$ cat src/hdl/rgbapm_pkg.sv
// Shared types, register codes and pixel arithmetic for the RGBA premultiply converter.
package rgbapm_pkg;

   localparam int CSR_INDEX_W = 3;
   localparam int CSR_DATA_W  = 15;

   localparam logic [CSR_INDEX_W-1:0] REG_HAS_ALPHA     = 3'd0;
   localparam logic [CSR_INDEX_W-1:0] REG_BIG_ENDIAN    = 3'd1;
   localparam logic [CSR_INDEX_W-1:0] REG_IMAGE_WIDTH   = 3'd2;
   localparam logic [CSR_INDEX_W-1:0] REG_IMAGE_HEIGHT  = 3'd3;
   localparam logic [CSR_INDEX_W-1:0] REG_ROW_STRIDE    = 3'd4;

   localparam int WIDTH_REG_W  = 13;
   localparam int HEIGHT_REG_W = 13;
   localparam int STRIDE_REG_W = 15;

   localparam logic [WIDTH_REG_W-1:0]  WIDTH_RESET  = 13'd1;
   localparam logic [HEIGHT_REG_W-1:0] HEIGHT_RESET = 13'd1;
   localparam logic [STRIDE_REG_W-1:0] STRIDE_RESET = 15'd4;

   localparam logic [15:0] ROUND_BIAS = 16'h007f;

   localparam int JOB_DEPTH = 2;
   localparam int OUT_DEPTH = 4;

   // One gathered pixel on its way from the front end to the arithmetic.
   typedef struct packed {
      logic [7:0] red;
      logic [7:0] green;
      logic [7:0] blue;
      logic [7:0] alpha;
      logic       alpha_en;
      logic       big_endian;
      logic       row_end;
      logic       image_end;
   } job_type;

   typedef struct packed {
      logic [31:0] pixel_word;
      logic        row_end;
      logic        image_end;
   } result_type;

   // Second half of the rounded divide by 255: ((t >> 8) + t) >> 8, low byte.
   function automatic logic [7:0] premul_finish(input logic [15:0] t);
      logic [16:0] sum;
      sum = 17'(t[15:8]) + 17'(t);
      return sum[15:8];
   endfunction

   function automatic logic [31:0] pack_word(input logic [7:0] red,
                                             input logic [7:0] green,
                                             input logic [7:0] blue,
                                             input logic [7:0] alpha,
                                             input logic       big_endian);
      return big_endian ? {blue, green, red, alpha} : {alpha, red, green, blue};
   endfunction

endpackage

$ cat src/hdl/rgbapm_fifo.sv
// Small register-based FIFO used between the pipeline parts.
module rgbapm_fifo #(
   parameter int WIDTH = 8,
   parameter int DEPTH = 2
) (
   input  logic                         clock,
   input  logic                         reset,
   input  logic                         wr_en,
   input  logic [WIDTH-1:0]             wr_data,
   input  logic                         rd_en,
   output logic [WIDTH-1:0]             rd_data,
   output logic                         full,
   output logic                         empty,
   output logic [$clog2(DEPTH+1)-1:0]   count
);

   localparam int AW = (DEPTH > 1) ? $clog2(DEPTH) : 1;
   localparam int CW = $clog2(DEPTH+1);

   logic [WIDTH-1:0] entries_ff [DEPTH];
   logic [AW-1:0]    wr_ptr_ff, wr_ptr_in;
   logic [AW-1:0]    rd_ptr_ff, rd_ptr_in;
   logic [CW-1:0]    count_ff, count_in;
   logic             do_wr, do_rd;

   assign full    = (count_ff == CW'(DEPTH));
   assign empty   = (count_ff == '0);
   assign count   = count_ff;
   assign rd_data = entries_ff[rd_ptr_ff];

   assign do_wr = wr_en && !full;
   assign do_rd = rd_en && !empty;

   always_comb begin
      wr_ptr_in = wr_ptr_ff;
      rd_ptr_in = rd_ptr_ff;
      count_in  = count_ff;
      if (do_wr) begin
         wr_ptr_in = (32'(wr_ptr_ff) == DEPTH - 1) ? '0 : wr_ptr_ff + AW'(1);
      end
      if (do_rd) begin
         rd_ptr_in = (32'(rd_ptr_ff) == DEPTH - 1) ? '0 : rd_ptr_ff + AW'(1);
      end
      if (do_wr && !do_rd) begin
         count_in = count_ff + CW'(1);
      end else if (do_rd && !do_wr) begin
         count_in = count_ff - CW'(1);
      end
   end

   always_ff @(posedge clock) begin
      if (reset) begin
         wr_ptr_ff <= '0;
         rd_ptr_ff <= '0;
         count_ff  <= '0;
      end else begin
         wr_ptr_ff <= wr_ptr_in;
         rd_ptr_ff <= rd_ptr_in;
         count_ff  <= count_in;
      end
   end

   always_ff @(posedge clock) begin
      if (do_wr) begin
         entries_ff[wr_ptr_ff] <= wr_data;
      end
   end

endmodule

$ cat src/hdl/rgbapm_front.sv
// Front end: configuration registers, stride walking and pixel byte gathering.
module rgbapm_front #(
   parameter int MAX_WIDTH  = 4096,
   parameter int MAX_HEIGHT = 4096,
   parameter int MAX_STRIDE = 16384
) (
   input  logic                              clock,
   input  logic                              reset,
   input  logic                              csr_we,
   input  logic [rgbapm_pkg::CSR_INDEX_W-1:0] csr_index,
   input  logic [rgbapm_pkg::CSR_DATA_W-1:0]  csr_wdata,
   input  logic                              in_accept,
   input  logic [7:0]                        in_byte,
   output logic                              job_valid,
   output rgbapm_pkg::job_type               job
);

   localparam int WW   = $clog2(MAX_WIDTH + 1);
   localparam int HW   = $clog2(MAX_HEIGHT + 1);
   localparam int SPAN = (MAX_STRIDE > 4 * MAX_WIDTH) ? MAX_STRIDE : 4 * MAX_WIDTH;
   localparam int CW   = $clog2(SPAN + 1);

   logic                                 has_alpha_ff;
   logic                                 big_endian_ff;
   logic [rgbapm_pkg::WIDTH_REG_W-1:0]   image_width_ff;
   logic [rgbapm_pkg::HEIGHT_REG_W-1:0]  image_height_ff;
   logic [rgbapm_pkg::STRIDE_REG_W-1:0]  row_stride_ff;

   logic [7:0]    held_ff [3];
   logic [1:0]    chan_pos_ff, chan_pos_in;
   logic [CW-1:0] row_byte_ff, row_byte_in;
   logic [HW-1:0] row_count_ff, row_count_in;

   logic [WW-1:0] width_c;
   logic [HW-1:0] height_c;
   logic [CW-1:0] stride_c, pix_bytes, row_len;
   logic [CW:0]   row_byte_inc;
   logic          last_row, in_pixels, pixel_done, row_done, end_of_row;

   // Effective geometry after clamping the register values.
   always_comb begin
      if (image_width_ff == '0) begin
         width_c = WW'(1);
      end else if (32'(image_width_ff) > 32'(MAX_WIDTH)) begin
         width_c = WW'(MAX_WIDTH);
      end else begin
         width_c = WW'(image_width_ff);
      end
      if (image_height_ff == '0) begin
         height_c = HW'(1);
      end else if (32'(image_height_ff) > 32'(MAX_HEIGHT)) begin
         height_c = HW'(MAX_HEIGHT);
      end else begin
         height_c = HW'(image_height_ff);
      end
      stride_c  = (32'(row_stride_ff) > 32'(MAX_STRIDE)) ? CW'(MAX_STRIDE)
                                                         : CW'(row_stride_ff);
      pix_bytes = has_alpha_ff ? (CW'(width_c) << 2)
                               : ((CW'(width_c) << 1) + CW'(width_c));
      row_len   = (stride_c < pix_bytes) ? pix_bytes : stride_c;
   end

   assign row_byte_inc = (CW+1)'(row_byte_ff) + (CW+1)'(1);
   assign last_row     = ((HW+1)'(row_count_ff) + (HW+1)'(1)) >= (HW+1)'(height_c);
   assign in_pixels    = row_byte_ff < pix_bytes;
   assign pixel_done   = (has_alpha_ff ? (chan_pos_ff == 2'd3) : (chan_pos_ff >= 2'd2));
   assign row_done     = row_byte_inc >= (CW+1)'(pix_bytes);
   assign end_of_row   = last_row ? row_done : (row_byte_inc >= (CW+1)'(row_len));

   assign job_valid = in_accept && in_pixels && pixel_done;

   always_comb begin
      job.red        = held_ff[0];
      job.green      = held_ff[1];
      job.blue       = has_alpha_ff ? held_ff[2] : in_byte;
      job.alpha      = has_alpha_ff ? in_byte : 8'h00;
      job.alpha_en   = has_alpha_ff;
      job.big_endian = big_endian_ff;
      job.row_end    = row_done;
      job.image_end  = row_done && last_row;
   end

   always_comb begin
      chan_pos_in  = chan_pos_ff;
      row_byte_in  = row_byte_ff;
      row_count_in = row_count_ff;
      if (in_accept) begin
         if (in_pixels) begin
            chan_pos_in = pixel_done ? 2'd0 : chan_pos_ff + 2'd1;
         end
         if (end_of_row) begin
            row_byte_in  = '0;
            chan_pos_in  = 2'd0;
            row_count_in = last_row ? '0 : row_count_ff + HW'(1);
         end else begin
            row_byte_in = row_byte_ff + CW'(1);
         end
      end
   end

   always_ff @(posedge clock) begin
      if (reset) begin
         has_alpha_ff    <= 1'b0;
         big_endian_ff   <= 1'b0;
         image_width_ff  <= rgbapm_pkg::WIDTH_RESET;
         image_height_ff <= rgbapm_pkg::HEIGHT_RESET;
         row_stride_ff   <= rgbapm_pkg::STRIDE_RESET;
      end else if (csr_we) begin
         unique case (csr_index)
            rgbapm_pkg::REG_HAS_ALPHA:    has_alpha_ff    <= csr_wdata[0];
            rgbapm_pkg::REG_BIG_ENDIAN:   big_endian_ff   <= csr_wdata[0];
            rgbapm_pkg::REG_IMAGE_WIDTH:
               image_width_ff  <= csr_wdata[rgbapm_pkg::WIDTH_REG_W-1:0];
            rgbapm_pkg::REG_IMAGE_HEIGHT:
               image_height_ff <= csr_wdata[rgbapm_pkg::HEIGHT_REG_W-1:0];
            rgbapm_pkg::REG_ROW_STRIDE:
               row_stride_ff   <= csr_wdata[rgbapm_pkg::STRIDE_REG_W-1:0];
            default: ;
         endcase
      end
   end

   always_ff @(posedge clock) begin
      if (reset) begin
         chan_pos_ff  <= 2'd0;
         row_byte_ff  <= '0;
         row_count_ff <= '0;
         held_ff[0]   <= 8'h00;
         held_ff[1]   <= 8'h00;
         held_ff[2]   <= 8'h00;
      end else begin
         chan_pos_ff  <= chan_pos_in;
         row_byte_ff  <= row_byte_in;
         row_count_ff <= row_count_in;
         if (in_accept && in_pixels && !pixel_done && chan_pos_ff != 2'd3) begin
            held_ff[chan_pos_ff] <= in_byte;
         end
      end
   end

endmodule

$ cat src/hdl/rgbapm_back.sv
// Back end: premultiply pipeline, word packing and the result queue.
module rgbapm_back (
   input  logic                 clock,
   input  logic                 reset,
   input  logic                 job_empty,
   input  rgbapm_pkg::job_type  job,
   output logic                 job_pop,
   input  logic                 rsp_pop,
   output logic                 rsp_empty,
   output logic [31:0]          rsp_pixel_word,
   output logic                 rsp_row_end,
   output logic                 rsp_image_end
);

   localparam int QCW = $clog2(rgbapm_pkg::OUT_DEPTH + 1);

   logic [15:0] t_ff [3];
   logic [15:0] t_in [3];
   logic [7:0]  color [3];
   logic [7:0]  alpha_ff;
   logic        alpha_en_ff, big_endian_ff, row_end_ff, image_end_ff;
   logic        s1_valid_ff;
   logic [7:0]  done_ch [3];

   logic [QCW-1:0]          outq_count;
   logic                    outq_full;
   rgbapm_pkg::result_type  outq_wr, outq_rd;

   // Issue only when the result queue has room for everything in flight.
   assign job_pop = !job_empty &&
                    (((QCW+1)'(outq_count) + (QCW+1)'(s1_valid_ff))
                     < (QCW+1)'(rgbapm_pkg::OUT_DEPTH));

   assign color[0] = job.red;
   assign color[1] = job.green;
   assign color[2] = job.blue;

   always_comb begin
      for (int i = 0; i < 3; i++) begin
         t_in[i] = job.alpha_en ? (16'(color[i]) * 16'(job.alpha) + rgbapm_pkg::ROUND_BIAS)
                                : {color[i], 8'h00};
      end
   end

   always_ff @(posedge clock) begin
      if (reset) begin
         s1_valid_ff <= 1'b0;
      end else begin
         s1_valid_ff <= job_pop;
      end
   end

   always_ff @(posedge clock) begin
      if (job_pop) begin
         t_ff[0]       <= t_in[0];
         t_ff[1]       <= t_in[1];
         t_ff[2]       <= t_in[2];
         alpha_ff      <= job.alpha;
         alpha_en_ff   <= job.alpha_en;
         big_endian_ff <= job.big_endian;
         row_end_ff    <= job.row_end;
         image_end_ff  <= job.image_end;
      end
   end

   always_comb begin
      for (int i = 0; i < 3; i++) begin
         done_ch[i] = alpha_en_ff ? rgbapm_pkg::premul_finish(t_ff[i]) : t_ff[i][15:8];
      end
      outq_wr.pixel_word = rgbapm_pkg::pack_word(done_ch[0], done_ch[1], done_ch[2],
                                                 alpha_ff, big_endian_ff);
      outq_wr.row_end    = row_end_ff;
      outq_wr.image_end  = image_end_ff;
   end

   rgbapm_fifo #(
      .WIDTH ($bits(rgbapm_pkg::result_type)),
      .DEPTH (rgbapm_pkg::OUT_DEPTH)
   ) u_outq (
      .clock   (clock),
      .reset   (reset),
      .wr_en   (s1_valid_ff),
      .wr_data (outq_wr),
      .rd_en   (rsp_pop),
      .rd_data (outq_rd),
      .full    (outq_full),
      .empty   (rsp_empty),
      .count   (outq_count)
   );

   assign rsp_pixel_word = outq_rd.pixel_word;
   assign rsp_row_end    = outq_rd.row_end;
   assign rsp_image_end  = outq_rd.image_end;

   // The issue credit guarantees the queue never overflows.
   logic unused_full;
   assign unused_full = outq_full;

endmodule

$ cat src/hdl/rgba_premultiply_converter_top.sv
// Top level of the RGBA to premultiplied 32-bit pixel converter.
// The block takes one source byte per clock cycle while req_full is low, padding
// bytes included, and gives one packed 32-bit pixel word per gathered pixel.
// A byte that completes a pixel shows up as a result on the rsp_ ports after
// passing through the front end, which writes the gathered pixel into a
// two-entry request queue, and the back end, which multiplies the colors by
// alpha in one registered stage and rounds and packs them on the way into a
// four-entry result queue. req_full rises only when the result side pops more
// slowly than pixels arrive and both queues back up. Registers must be written
// only while no request is in progress; the block itself does not enforce this.
module rgba_premultiply_converter_top #(
   parameter int MAX_WIDTH  = 4096,
   parameter int MAX_HEIGHT = 4096,
   parameter int MAX_STRIDE = 16384
) (
   input  logic                               clock,
   input  logic                               reset,
   input  logic                               req_push,
   output logic                               req_full,
   input  logic [7:0]                         req_src_byte,
   output logic                               rsp_empty,
   input  logic                               rsp_pop,
   output logic [31:0]                        rsp_pixel_word,
   output logic                               rsp_row_end,
   output logic                               rsp_image_end,
   input  logic                               csr_we,
   input  logic [rgbapm_pkg::CSR_INDEX_W-1:0] csr_index,
   input  logic [rgbapm_pkg::CSR_DATA_W-1:0]  csr_wdata
);

   localparam int JCW = $clog2(rgbapm_pkg::JOB_DEPTH + 1);

   logic                 in_accept;
   logic                 job_valid;
   rgbapm_pkg::job_type  job_wr, job_rd;
   logic                 jobq_empty, jobq_pop;
   logic [JCW-1:0]       jobq_count;

   assign in_accept = req_push && !req_full;

   rgbapm_front #(
      .MAX_WIDTH  (MAX_WIDTH),
      .MAX_HEIGHT (MAX_HEIGHT),
      .MAX_STRIDE (MAX_STRIDE)
   ) u_front (
      .clock     (clock),
      .reset     (reset),
      .csr_we    (csr_we),
      .csr_index (csr_index),
      .csr_wdata (csr_wdata),
      .in_accept (in_accept),
      .in_byte   (req_src_byte),
      .job_valid (job_valid),
      .job       (job_wr)
   );

   rgbapm_fifo #(
      .WIDTH ($bits(rgbapm_pkg::job_type)),
      .DEPTH (rgbapm_pkg::JOB_DEPTH)
   ) u_jobq (
      .clock   (clock),
      .reset   (reset),
      .wr_en   (job_valid),
      .wr_data (job_wr),
      .rd_en   (jobq_pop),
      .rd_data (job_rd),
      .full    (req_full),
      .empty   (jobq_empty),
      .count   (jobq_count)
   );

   rgbapm_back u_back (
      .clock          (clock),
      .reset          (reset),
      .job_empty      (jobq_empty),
      .job            (job_rd),
      .job_pop        (jobq_pop),
      .rsp_pop        (rsp_pop),
      .rsp_empty      (rsp_empty),
      .rsp_pixel_word (rsp_pixel_word),
      .rsp_row_end    (rsp_row_end),
      .rsp_image_end  (rsp_image_end)
   );

   // The fill level is only needed inside the back end for the result queue.
   logic unused_count;
   assign unused_count = ^jobq_count;

endmodule

$ cat config.mk
export PLATFORM = sky130hd
export DESIGN_NAME = rgba_premultiply_converter_top
export DESIGN_NICKNAME = d
export VERILOG_FILES = /design/src/hdl/rgbapm_pkg.sv /design/src/hdl/rgbapm_fifo.sv /design/src/hdl/rgbapm_front.sv /design/src/hdl/rgbapm_back.sv /design/src/hdl/rgba_premultiply_converter_top.sv
export SDC_FILE = /design/constraint.sdc
export NUM_CORES = 1
export LEC_CHECK = 0
export BUFFER_PORTS_ARGS = -buffer_cell sky130_fd_sc_hd__buf_4
export CORE_ASPECT_RATIO = 0.9
export CORE_UTILIZATION = 50
export DETAILED_ROUTE_END_ITERATION = 7
export PLACE_DENSITY = 0.71
export SYNTH_ARGS = -nofsm -noshare
export SYNTH_HDL_FRONTEND = slang
export SYNTH_SLANG_ARGS = --single-unit
export TNS_END_PERCENT = 50
$ cat constraint.sdc
create_clock -name clock -period 11.2 [get_ports clock]
set_clock_uncertainty 0.1 [all_clocks]
set_input_delay 0.56 -clock clock [delete_from_list [all_inputs] [get_ports clock]]
set_output_delay 0.56 -clock clock [all_outputs]
set_load 0.05 [all_outputs]
# Word-level counts from Yosys, hierarchy flattened
# Memories as Yosys holds them, arrays and structs flattened. A register that Yosys moved wholly into a read port is not among the register bits.
# Index checks and enable logic that the tools add are counted.
[classes] addsub=21 multipliers=3 div=0 order_cmp=10 n_eq_ne=10 shift=0 muxes=49 bitwise_logic=0 n_reduce_logical=40
[op_table] operator="$mux 13" count=5
[op_table] operator="$mux 15" count=4
[op_table] operator="$add 16x7->16 const B" count=3
[op_table] operator="$add 8x16->16" count=3
[op_table] operator="$mul 8x8->16" count=3
[op_table] operator="$mux 16" count=3
[op_table] operator="$mux 8" count=6
[op_table] operator="$ge 16x15->1" count=2
[op_table] operator="$mux 32" count=1
[op_table] operator="$lt 15x15->1" count=2
[op_table] operator="$gt 13x13->1 const B" count=2
[op_table] operator="$logic_not 13->1" count=2
[op_table] operator="$mux 2" count=10
[op_table] operator="$mux 1" count=18
[op_table] operator="$add 15x1->16 const B" count=1
[op_table] operator="$add 14x13->15" count=1
[op_table] operator="$add 15x1->15 const B" count=1
[op_table] operator="$gt 15x15->1 const B" count=1
[op_table] operator="$logic_and 1x1->1" count=15
[op_table] operator="$add 13x1->14 const B" count=1
[op_table] operator="$ge 14x13->1" count=1
[op_table] operator="$reduce_and 2->1" count=7
[op_table] operator="$add 13x1->13 const B" count=1
[op_table] operator="$logic_not 1->1" count=9
[op_table] operator="other kinds (18)" count=31
[totals] ff_bits=97 latchBits=0 mem_bits_rw=280 mem_bits_ro=0 output_inout_bits=36 wordCells=157 mem_count=4
[mem_list] name="u_back.u_outq.entries_ff" depth=4 width=34 read_ports=1 rd_ports_with_merged_regs=1 wr=1 line="rgbapm_fifo.sv:20" source="logic [WIDTH-1:0] entries_ff [DEPTH];"
[mem_list] name="u_jobq.entries_ff" depth=2 width=36 read_ports=1 rd_ports_with_merged_regs=1 wr=1 line="rgbapm_fifo.sv:20"
[mem_list] name="u_back.t_ff" depth=3 width=16 read_ports=3 rd_ports_with_merged_regs=0 wr=3 line="rgbapm_back.sv:17" source="logic [15:0] t_ff [3];"
[mem_list] name="u_front.held_ff" depth=3 width=8 read_ports=3 rd_ports_with_merged_regs=0 wr=3 line="rgbapm_front.sv:29" source="logic [7:0] held_ff [3];"

# Longest topological paths before layout
# Gate-level depths: netlist (run 1).
[logic_depth] ltp_word=14 ltp_mapped=37 ltp_nobuf=32

# Hierarchy
# Synthesis (run 1) repeated with hierarchy kept, for this count alone.
[hier_totals] hier_cells=2375 area_unflattened_um2=25911.1
[by_module_without_submodules] module="rgbapm_back" instances=1 cells_each=1073 area_each_um2=10116.0 seq_area_each_um2=1821.7
[by_module_without_submodules] module="rgbapm_front" instances=1 cells_each=936 area_each_um2=7576.0 seq_area_each_um2=2182.1
[by_module_without_submodules] module="rgbapm_fifo at u_back.u_outq" instances=1 cells_each=228 area_each_um2=5397.7 seq_area_each_um2=4264.1
[by_module_without_submodules] module="rgbapm_fifo at u_jobq" instances=1 cells_each=137 area_each_um2=2807.7 seq_area_each_um2=2262.2
[by_module_without_submodules] module="rgba_premultiply_converter_top" instances=1 cells_each=1 area_each_um2=13.8 seq_area_each_um2=0.0

# Worst setup path before layout (run 1)
# OpenSTA, ideal clock, no wires.
[synth_path] path_kind="flip-flop to flip-flop" start="register u_front.image_width_ff[7] (netlist bit)" end="memory u_jobq.entries_ff[0][0] (netlist bit), enable pin" setup_time_ns=0.520 t_arrival_ns=8.085 t_required_ns=10.580 path_slack_ns=2.495 stages_incl_launch_ff=24 path_buffers=3 period_less_slack_ns=8.705 path_cell_list="dfxtp_1 -> buf_6 -> clkbuf_1 -> nor4_1 -> nand3_1 -> a21oi_1 -> ha_1 -> inv_1 -> fa_1 -> nor3b_1 -> o21ai_0 -> a221oi_1 -> a211oi_1 -> o41ai_2 -> a31oi_1 -> xnor2_1 -> o21ai_0 -> inv_1 -> ha_1 -> and3_1 -> a2111oi_0 -> nand2_1 -> buf_4 -> nor4_1"
[synth_between] elab_chain_len=11 elab_cells_between_ends=12 cone_classes="add/sub: 1; order compare: 2; mux: 5; reduce/logical: 4"
[synth_rtl] item="from (decl)" line="rgbapm_front.sv:25" source="logic [rgbapm_pkg::WIDTH_REG_W-1:0] image_width_ff;"
[synth_rtl] item="from (signal assigned)" line="rgbapm_front.sv:105" source="image_width_ff <= rgbapm_pkg::WIDTH_RESET;"
[synth_rtl] item="from (signal assigned)" line="rgbapm_front.sv:113" source="image_width_ff <= csr_wdata[rgbapm_pkg::WIDTH_REG_W-1:0];"
[synth_rtl] item="$gt 13x13->1" line="rgbapm_front.sv:44" source="end else if (32'(image_width_ff) > 32'(MAX_WIDTH)) begin"
[synth_rtl] item="$mux 13" line="rgbapm_front.sv:44"
[synth_rtl] item="$mux 13 *" line="rgbapm_front.sv:42" source="if (image_width_ff == '0) begin"
[synth_rtl] item="$add 14x13->15" line="rgbapm_front.sv:59" source=": ((CW'(width_c) << 1) + CW'(width_c));"
[synth_rtl] item="$mux 15 *" line="rgbapm_front.sv:58" source="pix_bytes = has_alpha_ff ? (CW'(width_c) << 2)"
[synth_rtl] item="$lt 15x15->1 *" line="rgbapm_front.sv:65" source="assign in_pixels = row_byte_ff < pix_bytes;"
[synth_rtl] item="$logic_and 1x1->1 * (2 in series)" line="rgbapm_front.sv:70" source="assign job_valid = in_accept && in_pixels && pixel_done;"
[synth_rtl] item="$logic_and 1x1->1 *" line="rgbapm_fifo.sv:31" source="assign do_wr = wr_en && !full;"
[synth_rtl] item="$mux 1 *" line="rgbapm_fifo.sv:64" source="if (do_wr) begin"
[synth_rtl] item="$mux 1 (implied by the code) *" line="rgbapm_fifo.sv:65" source="entries_ff[wr_ptr_ff] <= wr_data;"
[synth_rtl] item="to (decl)" line="rgbapm_fifo.sv:20"
# Mark *: on every way between the ends. The rest lies on a longest branch, timed or not.

# Worst setup path after layout (run 1)
[layout_path] start="register u_front.image_width_ff[5] (netlist bit)" end="register u_front.chan_pos_ff[1]"
[layout_between] elab_chain_len=11 elab_cells_between_ends=15 cone_classes="add/sub: 1; order compare: 5; mux: 6; reduce/logical: 3"
[layout_rtl] item="$gt 13x13->1" line="rgbapm_front.sv:44"
[layout_rtl] item="$mux 13" line="rgbapm_front.sv:44"
[layout_rtl] item="$mux 13 *" line="rgbapm_front.sv:42"
[layout_rtl] item="$add 14x13->15" line="rgbapm_front.sv:59"
[layout_rtl] item="$mux 15 *" line="rgbapm_front.sv:58"
[layout_rtl] item="$lt 15x15->1" line="rgbapm_front.sv:60" source="row_len = (stride_c < pix_bytes) ? pix_bytes : stride_c;"
[layout_rtl] item="$mux 15" line="rgbapm_front.sv:60"
[layout_rtl] item="$ge 16x15->1" line="rgbapm_front.sv:68" source="assign end_of_row = last_row ? row_done : (row_byte_inc >= (CW+1)'(row_len));"
[layout_rtl] item="$mux 1" line="rgbapm_front.sv:68"
[layout_rtl] item="$reduce_bool 2->1 (no line)"
[layout_rtl] item="$reduce_and 2->1 (no line)"
[layout_rtl] item="to (signal assigned)" line="rgbapm_front.sv:132" source="chan_pos_ff <= chan_pos_in;"
[layout_rtl] item="to (decl)" line="rgbapm_front.sv:30" source="logic [1:0] chan_pos_ff, chan_pos_in;"
# Marked as above.
# A chain may end at the register's enable or synchronous reset.

==> metrics.txt, run 1 <==
run status finished, final reports clean; post-synthesis async set-or-reset flop share 0%; start-to-end type of the worst setup path reg2reg; Post-Synthesis Mean Instance Area 11.1 sq um; sequential share of the synthesized area between 40 and 50%; area fraction in and, or, nand and nor cells after synthesis 12.5%; TNS Setup 0 ns; Unique masters post-synth 82; largest net degree at the start of global routing 70; Antenna diodes 0; area inside the core boundary 0.0492 sq mm; Final #Nets approximately 2700; EDFF count, synth 292; multi-input gate area in the final layout 0.0134 sq mm; number of synthesized register bits 380; synthesized cell area 0.0250 sq mm; number of filler cells placed in the layout 4075; number of warning messages in the yosys log 0; xor-xnor portion of the synthesized cell area 3.61%; top post-synthesis cells by count sky130_fd_sc_hd__edfxtp_1, sky130_fd_sc_hd__nand2_1, sky130_fd_sc_hd__ha_1; Final Wtd Congestion 0.873; delay contributed by the slowest stage of the critical path 0.90 ns; effective utilization at floorplan around half; via count of the first global-routing pass 16800; critical path data required time about 12 ns; clock root buffer master sky130_fd_sc_hd__clkbuf_16; Post-Syn Instances approximately 2300; combined global-route utilization of all metal layers 21.6%; 1st-iter DRT viols 1154; y dimension of the die roughly 210 microns; first-pass GRT wire length 87900 microns; num ports 67; buffers added on ports 66; x dimension of the die around 240 microns; hold bufs inserted after CTS 0; Hold/Removal Path Class in2reg; total number of vias 16800; dominant cell type by area after synthesis sky130_fd_sc_hd__edfxtp_1; setup repair after global routing missed its margin false; CP top delay family compound AO/OA/AOI/OAI gates; Final Slew Violations 0; proportion of netlist area held by the largest area contributor about a third; Max Fclk 111 MHz; Synth Area in Compound Gates 8.92%; Crit path buffers/inverters 3; slew margin rel. about a fifth; global route overflow 0; dominant combinational cell family by area after synthesis adder cells; share of layout cells above drive strength 1 11.6%; transition time at the pin with the least slew margin around 1.2 ns; TritonCTS clock tree yes; FP Rows 77; final critical path time including I/O delays and setup 9.00 ns; pre-CTS setup slack ~2.3 ns; number of setup buffers added after CTS 0; tightest hold margin 0.141 ns; count of max-cap constraint violations 0; share of the clock period used by the worst path after layout 80.4%; Worst EP arrival 9.41 ns; top_reg_cell synth sky130_fd_sc_hd__edfxtp_1; first drt pass iteration count 5; most repeated cell in the gate-level netlist after synthesis sky130_fd_sc_hd__edfxtp_1; crit path setup slack, layout 2.20 ns; maximum clock insertion buffer count 3; total clock buffers created by CTS 41; number of hold violations in the final report 0; dpl hpwl 39300 microns; final antenna-violating net count 0; via density per instance 5.59; Storage cell area 0.0105 sq mm; count of instances resized after the clock tree is built 0; slowest library cell on the worst path sky130_fd_sc_hd__o211ai_2; sort of element at the end of the critical path flip-flop; CTS H-tree lvls 2; Worst setup SP type flip-flop; P&R area growth vs syn 10.2%; Syn Nets about 2600; remaining routing DRC violations 0; crit-path max FO 20; clock latency of the later-clocked register in the worst-skew pair ~0.58 ns; routed wirelength normalized by instance count 17.9 microns; total of endpoints with negative setup slack in the final report 0; Area contributors post-synth sky130_fd_sc_hd__edfxtp_1, sky130_fd_sc_hd__ha_1, sky130_fd_sc_hd__fa_1; mux cell area share after synthesis under 10%; number of antenna violations at the first check in global routing 0; floorplan die area 0.0509 sq mm; routed wire length 53800 microns; number of clock sinks seen by CTS 380; clk slew on worst S/H paths 0.06 ns; adder-cell area share of the yosys netlist 21.0%
[area by class of cell]
cell class | instances | share of cell area, %
tap | 671 | 3.05
multi-input combinational | 1602 | 48.8
clock buffer | 50 | 3.96
timing repair buffer | 89 | 2.43
clock inverter | 26 | 0.931
sequential | 380 | 38.2
inverter | 190 | 2.59
[flip-flops by register name, summed over array words and instances (netlist names), 8 cells and up, named ones only]
| register | cells |
|---|---|
| u_front.held_ff | 24 |
| u_back.alpha_ff | 8 |
| u_front.row_byte_ff | 15 |
| u_back.t_ff | 48 |
| u_jobq.entries_ff | 72 |
| u_front.row_stride_ff | 15 |
| u_back.u_outq.entries_ff | 136 |
| u_front.image_height_ff | 13 |
| u_front.row_count_ff | 13 |
| u_front.image_width_ff | 13 |
[cells in the final DEF (no fill, tap or decap), types with 37 or more instances in the layout]
master,instances
sky130_fd_sc_hd__mux2i_1,59
sky130_fd_sc_hd__inv_1,184
sky130_fd_sc_hd__xnor2_1,52
sky130_fd_sc_hd__edfxtp_1,292
sky130_fd_sc_hd__and2_1,54
sky130_fd_sc_hd__fa_1,128
sky130_fd_sc_hd__buf_4,89
sky130_fd_sc_hd__ha_1,214
sky130_fd_sc_hd__clkbuf_16,41
sky130_fd_sc_hd__a21oi_1,103
sky130_fd_sc_hd__o21ai_0,68
sky130_fd_sc_hd__dfxtp_1,86
sky130_fd_sc_hd__nand2_1,277
sky130_fd_sc_hd__xor2_1,51
sky130_fd_sc_hd__mux2_2,46
sky130_fd_sc_hd__nor2b_1,37
sky130_fd_sc_hd__nor2_1,161
[path summary, 6_finish.rpt]
| path | startpoint | end | slack [ns] | cells past startpoint |
|---|---|---|---|---|
| worst max-delay path | u_front.image_width_ff[5] | u_front.chan_pos_ff[1] | 2.20 | 33 |
| worst min-delay path | csr_wdata[13] | u_front.row_stride_ff[13] | 0.14 | 3 |
| worst max register to register | u_front.image_width_ff[5] | u_front.chan_pos_ff[1] | 2.20 | 33 |
| worst min register to register | u_front.held_ff[0][1] | u_jobq.entries_ff[0][29] | 0.34 | 0 |
[kinds of logic after synthesis]
family                   Yosys count
flip-flops                       380
adder cells (fa/ha/maj)          342
multiplexers                     143
buffers and inverters            269
AND/OR/NAND/NOR                  678
XOR/XNOR                         103
AO/OA/AOI/OAI                    336
[worst register-to-register path: cells and delay by family (launching register included)]
family / cells / cell delay, ns
adders and majority gates: 4 / 1.29
xor gates and xnor gates: 1 / 0.14
AOI/OAI and AO/OA: 17 / 4.73
DFF: 1 / 0.46
muxes: 1 / 0.37
and+or+nand+nor: 7 / 1.44
buffers and inverters: 3 / 0.44
[per-stage QoR]
step | cell area [sq um] | cells | utilization, %
6_report | 27500 | 3008 | 56.0
5_1_grt | 27500 | 3008 | 56.0
4_1_cts | 27500 | 3008 | 56.0
3_5_place_dp | 26200 | 2932 | 53.2
3_3_place_gp | 26200 | 2932 | 53.2
2_1_floorplan | 25000 | 2251 | -
[per-layer routing]
metal,GRT usage [%],vias to the layer above,wire length [microns]
met2,34.7,438,24600
met1,30.4,8257,25100
li1,-,8053,-
met4,5.63,0,913
met5,0,-,0
met3,3.63,64,3160
Power of run 1 is not shown: default switching activity piles up to over one toggle a cycle in this logic, so the estimate is an artifact.
==> run 2, diff against run 1 <==
ABC_AREA = 1   (was default)
clock period = 9 ns   (was 11.2 ns; I/O delays follow)
==> metrics.txt, run 2 <==
Final Wtd Congestion 0.894 (+2.5%); largest registers u_back.u_outq.entries_ff x136, u_jobq.entries_ff x72, u_back.t_ff x48; global routing met1 resource utilization 31.0% (+0.55 points); number of clock sinks seen by CTS 380 (unchanged); register with the most flip-flops u_back.u_outq.entries_ff; synthesized cell area 0.0248 sq mm (-0.97%); Cells on Worst Hold Path 3 (unchanged); Antenna diodes 0 (unchanged); met2 Use GR 38.3% (+3.7 points); global route overflow 0 (unchanged); share of layout cells above drive strength 1 7.57% (-4.0 points); Max Fclk 140 MHz (+26%); dominant cell type by area after synthesis sky130_fd_sc_hd__edfxtp_1; slew margin rel. 25.9% (+5.3 points); Final Slew Violations 0 (unchanged); total clock buffers created by CTS 41 (unchanged); placed instance count 3320 (+13%); run status finished, final reports clean; number of filler cells placed in the layout 4144 (+1.7%); clk slew on worst S/H paths 0.06 ns (about the same); number of antenna violations at the first check in global routing 0 (unchanged); 1st-iter DRT viols 1215 (+5.3%); Hold/Removal Path Class in2reg; first drt pass iteration count 5 (unchanged); number of warning messages in the yosys log 0 (unchanged); first-pass GRT wire length 92800 microns (+5.6%); Area contributors post-synth sky130_fd_sc_hd__edfxtp_1, sky130_fd_sc_hd__ha_1, sky130_fd_sc_hd__fa_1; post-synthesis async set-or-reset flop share 0% (unchanged); delay contributed by the slowest stage of the critical path 0.70 ns (-0.20 ns); slowest library cell on the worst path sky130_fd_sc_hd__nor2_1; number of flip-flops in the largest register 136 (unchanged); largest net degree at the start of global routing 70 (unchanged); y dimension of the die 213 microns (-0.48%); Worst setup SP type flip-flop; Unique masters post-synth 56 (-32%); top_reg_cell synth sky130_fd_sc_hd__edfxtp_1; total of endpoints with negative setup slack in the final report 0 (unchanged); final critical path time including I/O delays and setup 7.14 ns (-1.86 ns); final antenna-violating net count 0 (unchanged); remaining routing DRC violations 0 (unchanged); R2R Setup Slk 1.86 ns (-0.34 ns); number of setup buffers added after CTS 0 (unchanged); Worst EP arrival 7.54 ns (-1.87 ns); TritonCTS clock tree yes; Final #Nets 3113 (+16%); effective utilization at floorplan 51.2% (+0.37 points); proportion of netlist area held by the largest area contributor 35.4% (+0.34 points); setup repair after global routing missed its margin false; Hold Path End u_front.image_height_ff[2]; share of the clock period used by the worst path after layout 79.4% (-1.0 points); top post-synthesis cells by count sky130_fd_sc_hd__nand2_1, sky130_fd_sc_hd__inv_1, sky130_fd_sc_hd__nor2_1; via count of the first global-routing pass 18300 (+9.0%); crit-path max FO 26 (+30%); most repeated cell in the gate-level netlist after synthesis sky130_fd_sc_hd__nand2_1; CTS H-tree lvls 2 (unchanged); number of hold violations in the final report 0 (unchanged); x dimension of the die 237 microns (-0.48%); combined global-route utilization of all metal layers 22.8% (+1.2 points); dpl hpwl 40900 microns (+4.2%); critical path data required time 9.40 ns (-2.21 ns); via density per instance 5.38 (-3.7%); Syn Nets 3065 (+17%); total number of vias 18300 (+8.7%); Post-Synthesis Mean Instance Area 9.20 sq um (-17%); sequential share of the synthesized area 42.5% (+0.41 points); routed wirelength normalized by instance count 16.5 microns (-7.8%); EDFF count, synth 292 (unchanged); Post-Syn Instances 2692 (+20%); P&R area growth vs syn 10.0%; Post-Layout Cell Count 3397 (+13%); clock latency of the later-clocked register in the worst-skew pair 0.57 ns (about the same); highest-count cells in the layout ignoring fill and taps sky130_fd_sc_hd__nand2_1, sky130_fd_sc_hd__inv_1, sky130_fd_sc_hd__nor2_1; worst-case reg-to-reg path depth 39 (+18%); most frequent standard cell in the layout excluding fill and tap cells sky130_fd_sc_hd__nand2_1; floorplan die area 0.0504 sq mm (-0.96%); r2r startpoint u_front.image_width_ff[9]; Global Route met3 Usage 3.15% (-0.48 points); num ports 67 (unchanged); FP Rows 76 (-1.3%); startpoint of the tightest hold check path csr_wdata[2]; sort of element at the end of the critical path flip-flop; TNS Setup 0 ns (unchanged); crit path setup slack, layout 1.86 ns (-0.343 ns); end of the worst register-to-register path u_front.row_count_ff[2]; buffers added on ports 66 (unchanged); clock root buffer master sky130_fd_sc_hd__clkbuf_16; number of synthesized register bits 380 (unchanged); routed wire length 56000 microns (+4.1%); start-to-end type of the worst setup path reg2reg; cell with the most instances on the worst path sky130_fd_sc_hd__nand2_1; count of max-cap constraint violations 0 (unchanged); area inside the core boundary 0.0484 sq mm (-1.7%); maximum clock insertion buffer count 3 (unchanged); transition time at the pin with the least slew margin 1.10 ns (-0.0792 ns); Most Crowded Layer GR met2; tightest hold margin 0.0456 ns (-0.0951 ns); pre-CTS setup slack 1.96 ns (-0.351 ns)
## run 2: what timing repair did
item                       4_1_cts  5_1_grt
resized for setup                0        0
hold endpoints to repair         1        0
setup endpoints to repair        0        0
hold buffers                     1        0
## run 2: layout make-up
cell class / count / area (sq um) / area share (%)
clock buffer: 51 / 1110 / 4.06
tap: 624 / 781 / 2.87
clock inverter: 25 / 245 / 0.900
inverter: 399 / 1510 / 5.52
sequential: 380 / 10500 / 38.7
multi-input combinational: 1829 / 12400 / 45.5
timing repair buffer: 89 / 671 / 2.46
## run 2: worst max-delay path by stage
stage | depth (start not counted) | end | from
2_1_floorplan | 26 | u_jobq.entries_ff[0][0] | u_front.image_width_ff[7]
3_3_place_gp | 23 | u_back.t_ff[0][30] | flip-flop
3_5_place_dp | 22 | u_back.t_ff[0][47] | flip-flop
4_1_cts | 39 | u_front.row_count_ff[2] | u_front.image_width_ff[7]
5_1_grt | 39 | u_front.row_count_ff[2] | u_front.image_width_ff[7]
6_report | 39 | u_front.row_count_ff[2] | u_front.image_width_ff[9]
## run 2: through the flow
stage	instance area [sq um]	util, %
CTS	27200	56.3
global placement	25900	53.5
global route	27200	56.3
floorplan	24800	-
finish	27200	56.3
detailed placement	25900	53.5
## run 2: critical path: cells and delay by family, from the launching register on
family                   cells  cell delay [ns]
flip-flops                   1             0.30
AO/OA/AOI/OAI                7             1.28
buffers and inverters        5             0.80
AND/OR/NAND/NOR             23             3.41
adder cells (fa/ha/maj)      4             1.17
## run 2: kinds of logic (layout without fill, tap and decap cells)
kind of cell    count (synthesis)  count (layout)  synth area share, %
xor+xnor                       68              68                 2.41
buf+inv                       483             564                 7.46
flops                         380             380                 42.5
compound gates                505             505                 11.0
mux                             3               3                0.136
fa+ha+maj                     342             342                 21.2
simple gates                  911             911                 15.3
## run 2: metal layers
layer	part of all wire, %	up-vias
li1	-	8989
met1	46	8764
met2	47	460
met3	5.4	67
met4	1.7	0
met5	0	-
Power of run 2 is left out for the same reason.
==> run 3, diff against run 2 <==
clock period = 7.4 ns   (was 9 ns; I/O delays follow)
==> metrics.txt, run 3 (same netlist as run 2, synthesis figures left out) <==
Final Wtd Congestion 0.903 (+1.0%); area inside the core boundary 0.0484 sq mm (unchanged); Final #Nets 3136 (+0.74%); routed wirelength normalized by instance count 16.6 microns (+0.54%); count of max-cap constraint violations 0 (unchanged); number of filler cells placed in the layout 4167 (+0.56%); clock latency of the later-clocked register in the worst-skew pair 0.58 ns (about the same); total number of vias 18500 (+1.3%); final critical path time including I/O delays and setup 6.57 ns (-0.576 ns); x dimension of the die 237 microns (unchanged); Cells on Worst Hold Path 4 (+1); clock root buffer master sky130_fd_sc_hd__clkbuf_16; worst-case reg-to-reg path depth 40 (+2.6%); most frequent standard cell in the layout excluding fill and tap cells sky130_fd_sc_hd__nand2_1; TritonCTS clock tree yes; count of instances resized after the clock tree is built 0 (unchanged); start-to-end type of the worst setup path reg2reg; setup repair after global routing missed its margin false; effective utilization at floorplan 51.2% (unchanged); final antenna-violating net count 0 (unchanged); first drt pass iteration count 5 (unchanged); total of endpoints with negative setup slack in the final report 0 (unchanged); buffers added on ports 66 (unchanged); maximum clock insertion buffer count 3 (unchanged); via density per instance 5.41 (+0.62%); slew margin rel. 26.0% (+0.14 points); floorplan die area 0.0504 sq mm (unchanged); number of hold violations in the final report 0 (unchanged); Worst setup SP type flip-flop; remaining routing DRC violations 0 (unchanged); clk slew on worst S/H paths 0.06 ns (about the same); slowest library cell on the worst path sky130_fd_sc_hd__clkinv_1; largest registers u_back.u_outq.entries_ff x136, u_jobq.entries_ff x72, u_back.t_ff x48; cell with the most instances on the worst path sky130_fd_sc_hd__nand2_1; number of antenna violations at the first check in global routing 2 (+2); global route overflow 0 (unchanged); critical path data required time 7.76 ns (-1.64 ns); combined global-route utilization of all metal layers 23.0% (+0.24 points); P&R area growth vs syn 10.9%; Hold/Removal Path Class in2reg; number of clock sinks seen by CTS 380 (unchanged); Final Slew Violations 0 (unchanged); total clock buffers created by CTS 41 (unchanged); transition time at the pin with the least slew margin 1.10 ns (-0.00212 ns); share of layout cells above drive strength 1 7.80% (+0.23 points); number of flip-flops in the largest register 136 (unchanged); run status finished, final reports clean; TNS Setup 0 ns (unchanged); highest-count cells in the layout ignoring fill and taps sky130_fd_sc_hd__nand2_1, sky130_fd_sc_hd__inv_1, sky130_fd_sc_hd__nor2_1; dpl hpwl 41000 microns (+0.26%); Max Fclk 152 MHz (+8.8%); first-pass GRT wire length 92100 microns (-0.68%); Worst EP arrival 6.93 ns (-0.61 ns); y dimension of the die 213 microns (unchanged); num ports 67 (unchanged); routed wire length 56600 microns (+1.2%); via count of the first global-routing pass 18200 (-0.86%); register with the most flip-flops u_back.u_outq.entries_ff; share of the clock period used by the worst path after layout 88.7% (+9.4 points); delay contributed by the slowest stage of the critical path 0.46 ns (-0.24 ns); sort of element at the end of the critical path flip-flop; CTS H-tree lvls 2 (unchanged); 1st-iter DRT viols 1257 (+3.5%); crit-path max FO 26 (unchanged); largest net degree at the start of global routing 70 (unchanged); FP Rows 76 (unchanged)
[run 3: changes by cell type in the layout (fill, tap and decap cells not counted), sizes merged, moves of 2 or more]
cell	change
buf	+6
clkbuf	-2
clkinv	+2
clkinvlp	-2
dlygate4sd3	+17
[run 3: routing by layer]
metal | GRT usage, % | vias to the layer above | part of all wire, %
met5 | 0 | - | 0.012
met3 | 4.34 | 100 | 6.8
li1 | - | 9038 | -
met2 | 37.8 | 533 | 45
met1 | 30.9 | 8840 | 46
met4 | 7.30 | 2 | 2.5
[run 3: cell type report]
class	instances	area [sq um]	share of cell area [%]
Inverter	399	1510	5.48
Sequential cell	380	10500	38.4
Clock buffer	49	1080	3.92
Multi-Input combinational cell	1829	12400	45.2
Clock inverter	25	269	0.980
Antenna cell	1	2.50	0.00911
Tap cell	624	781	2.84
Timing Repair Buffer	112	886	3.23
[run 3: what timing repair did]
item,CTS,global route
endpoints found under the hold margin,27,0
hold buffers,18,0
setup buffers,0,0
[run 3: worst paths after layout]
kind	startpoint	end	slack [ns]
max	u_front.image_width_ff[9]	u_front.row_count_ff[12]	0.83
min	csr_index[0]	u_front.has_alpha_ff	0.02
max reg2reg	u_front.image_width_ff[9]	u_front.row_count_ff[12]	0.83
min reg2reg	u_front.held_ff[0][7]	u_jobq.entries_ff[1][35]	0.35
[run 3: critical path, delay by kind of cell, from the launching register on]
family,cells,cell delay [ns]
buffers and inverters,5,0.78
adders and majority gates,4,1.17
AOI/OAI and AO/OA,7,1.08
DFF,1,0.29
and+or+nand+nor,24,3.01
[run 3: stage by stage]
step           cell area (sq um)  std cells  setup WS (ns)  utilization (%)  hold slack (ns)
2_1_floorplan              24800       2692          0.586                -            0.321
3_3_place_gp               25900       3326           1.24             53.6            0.329
3_5_place_dp               25900       3326          0.933             53.6            0.334
4_1_cts                    27500       3418          0.915             56.7         0.000925
5_1_grt                    27500       3419          0.133             56.7           0.0290
6_report                   27500       3419          0.833             56.7           0.0188
Power of run 3 is left out for the same reason.
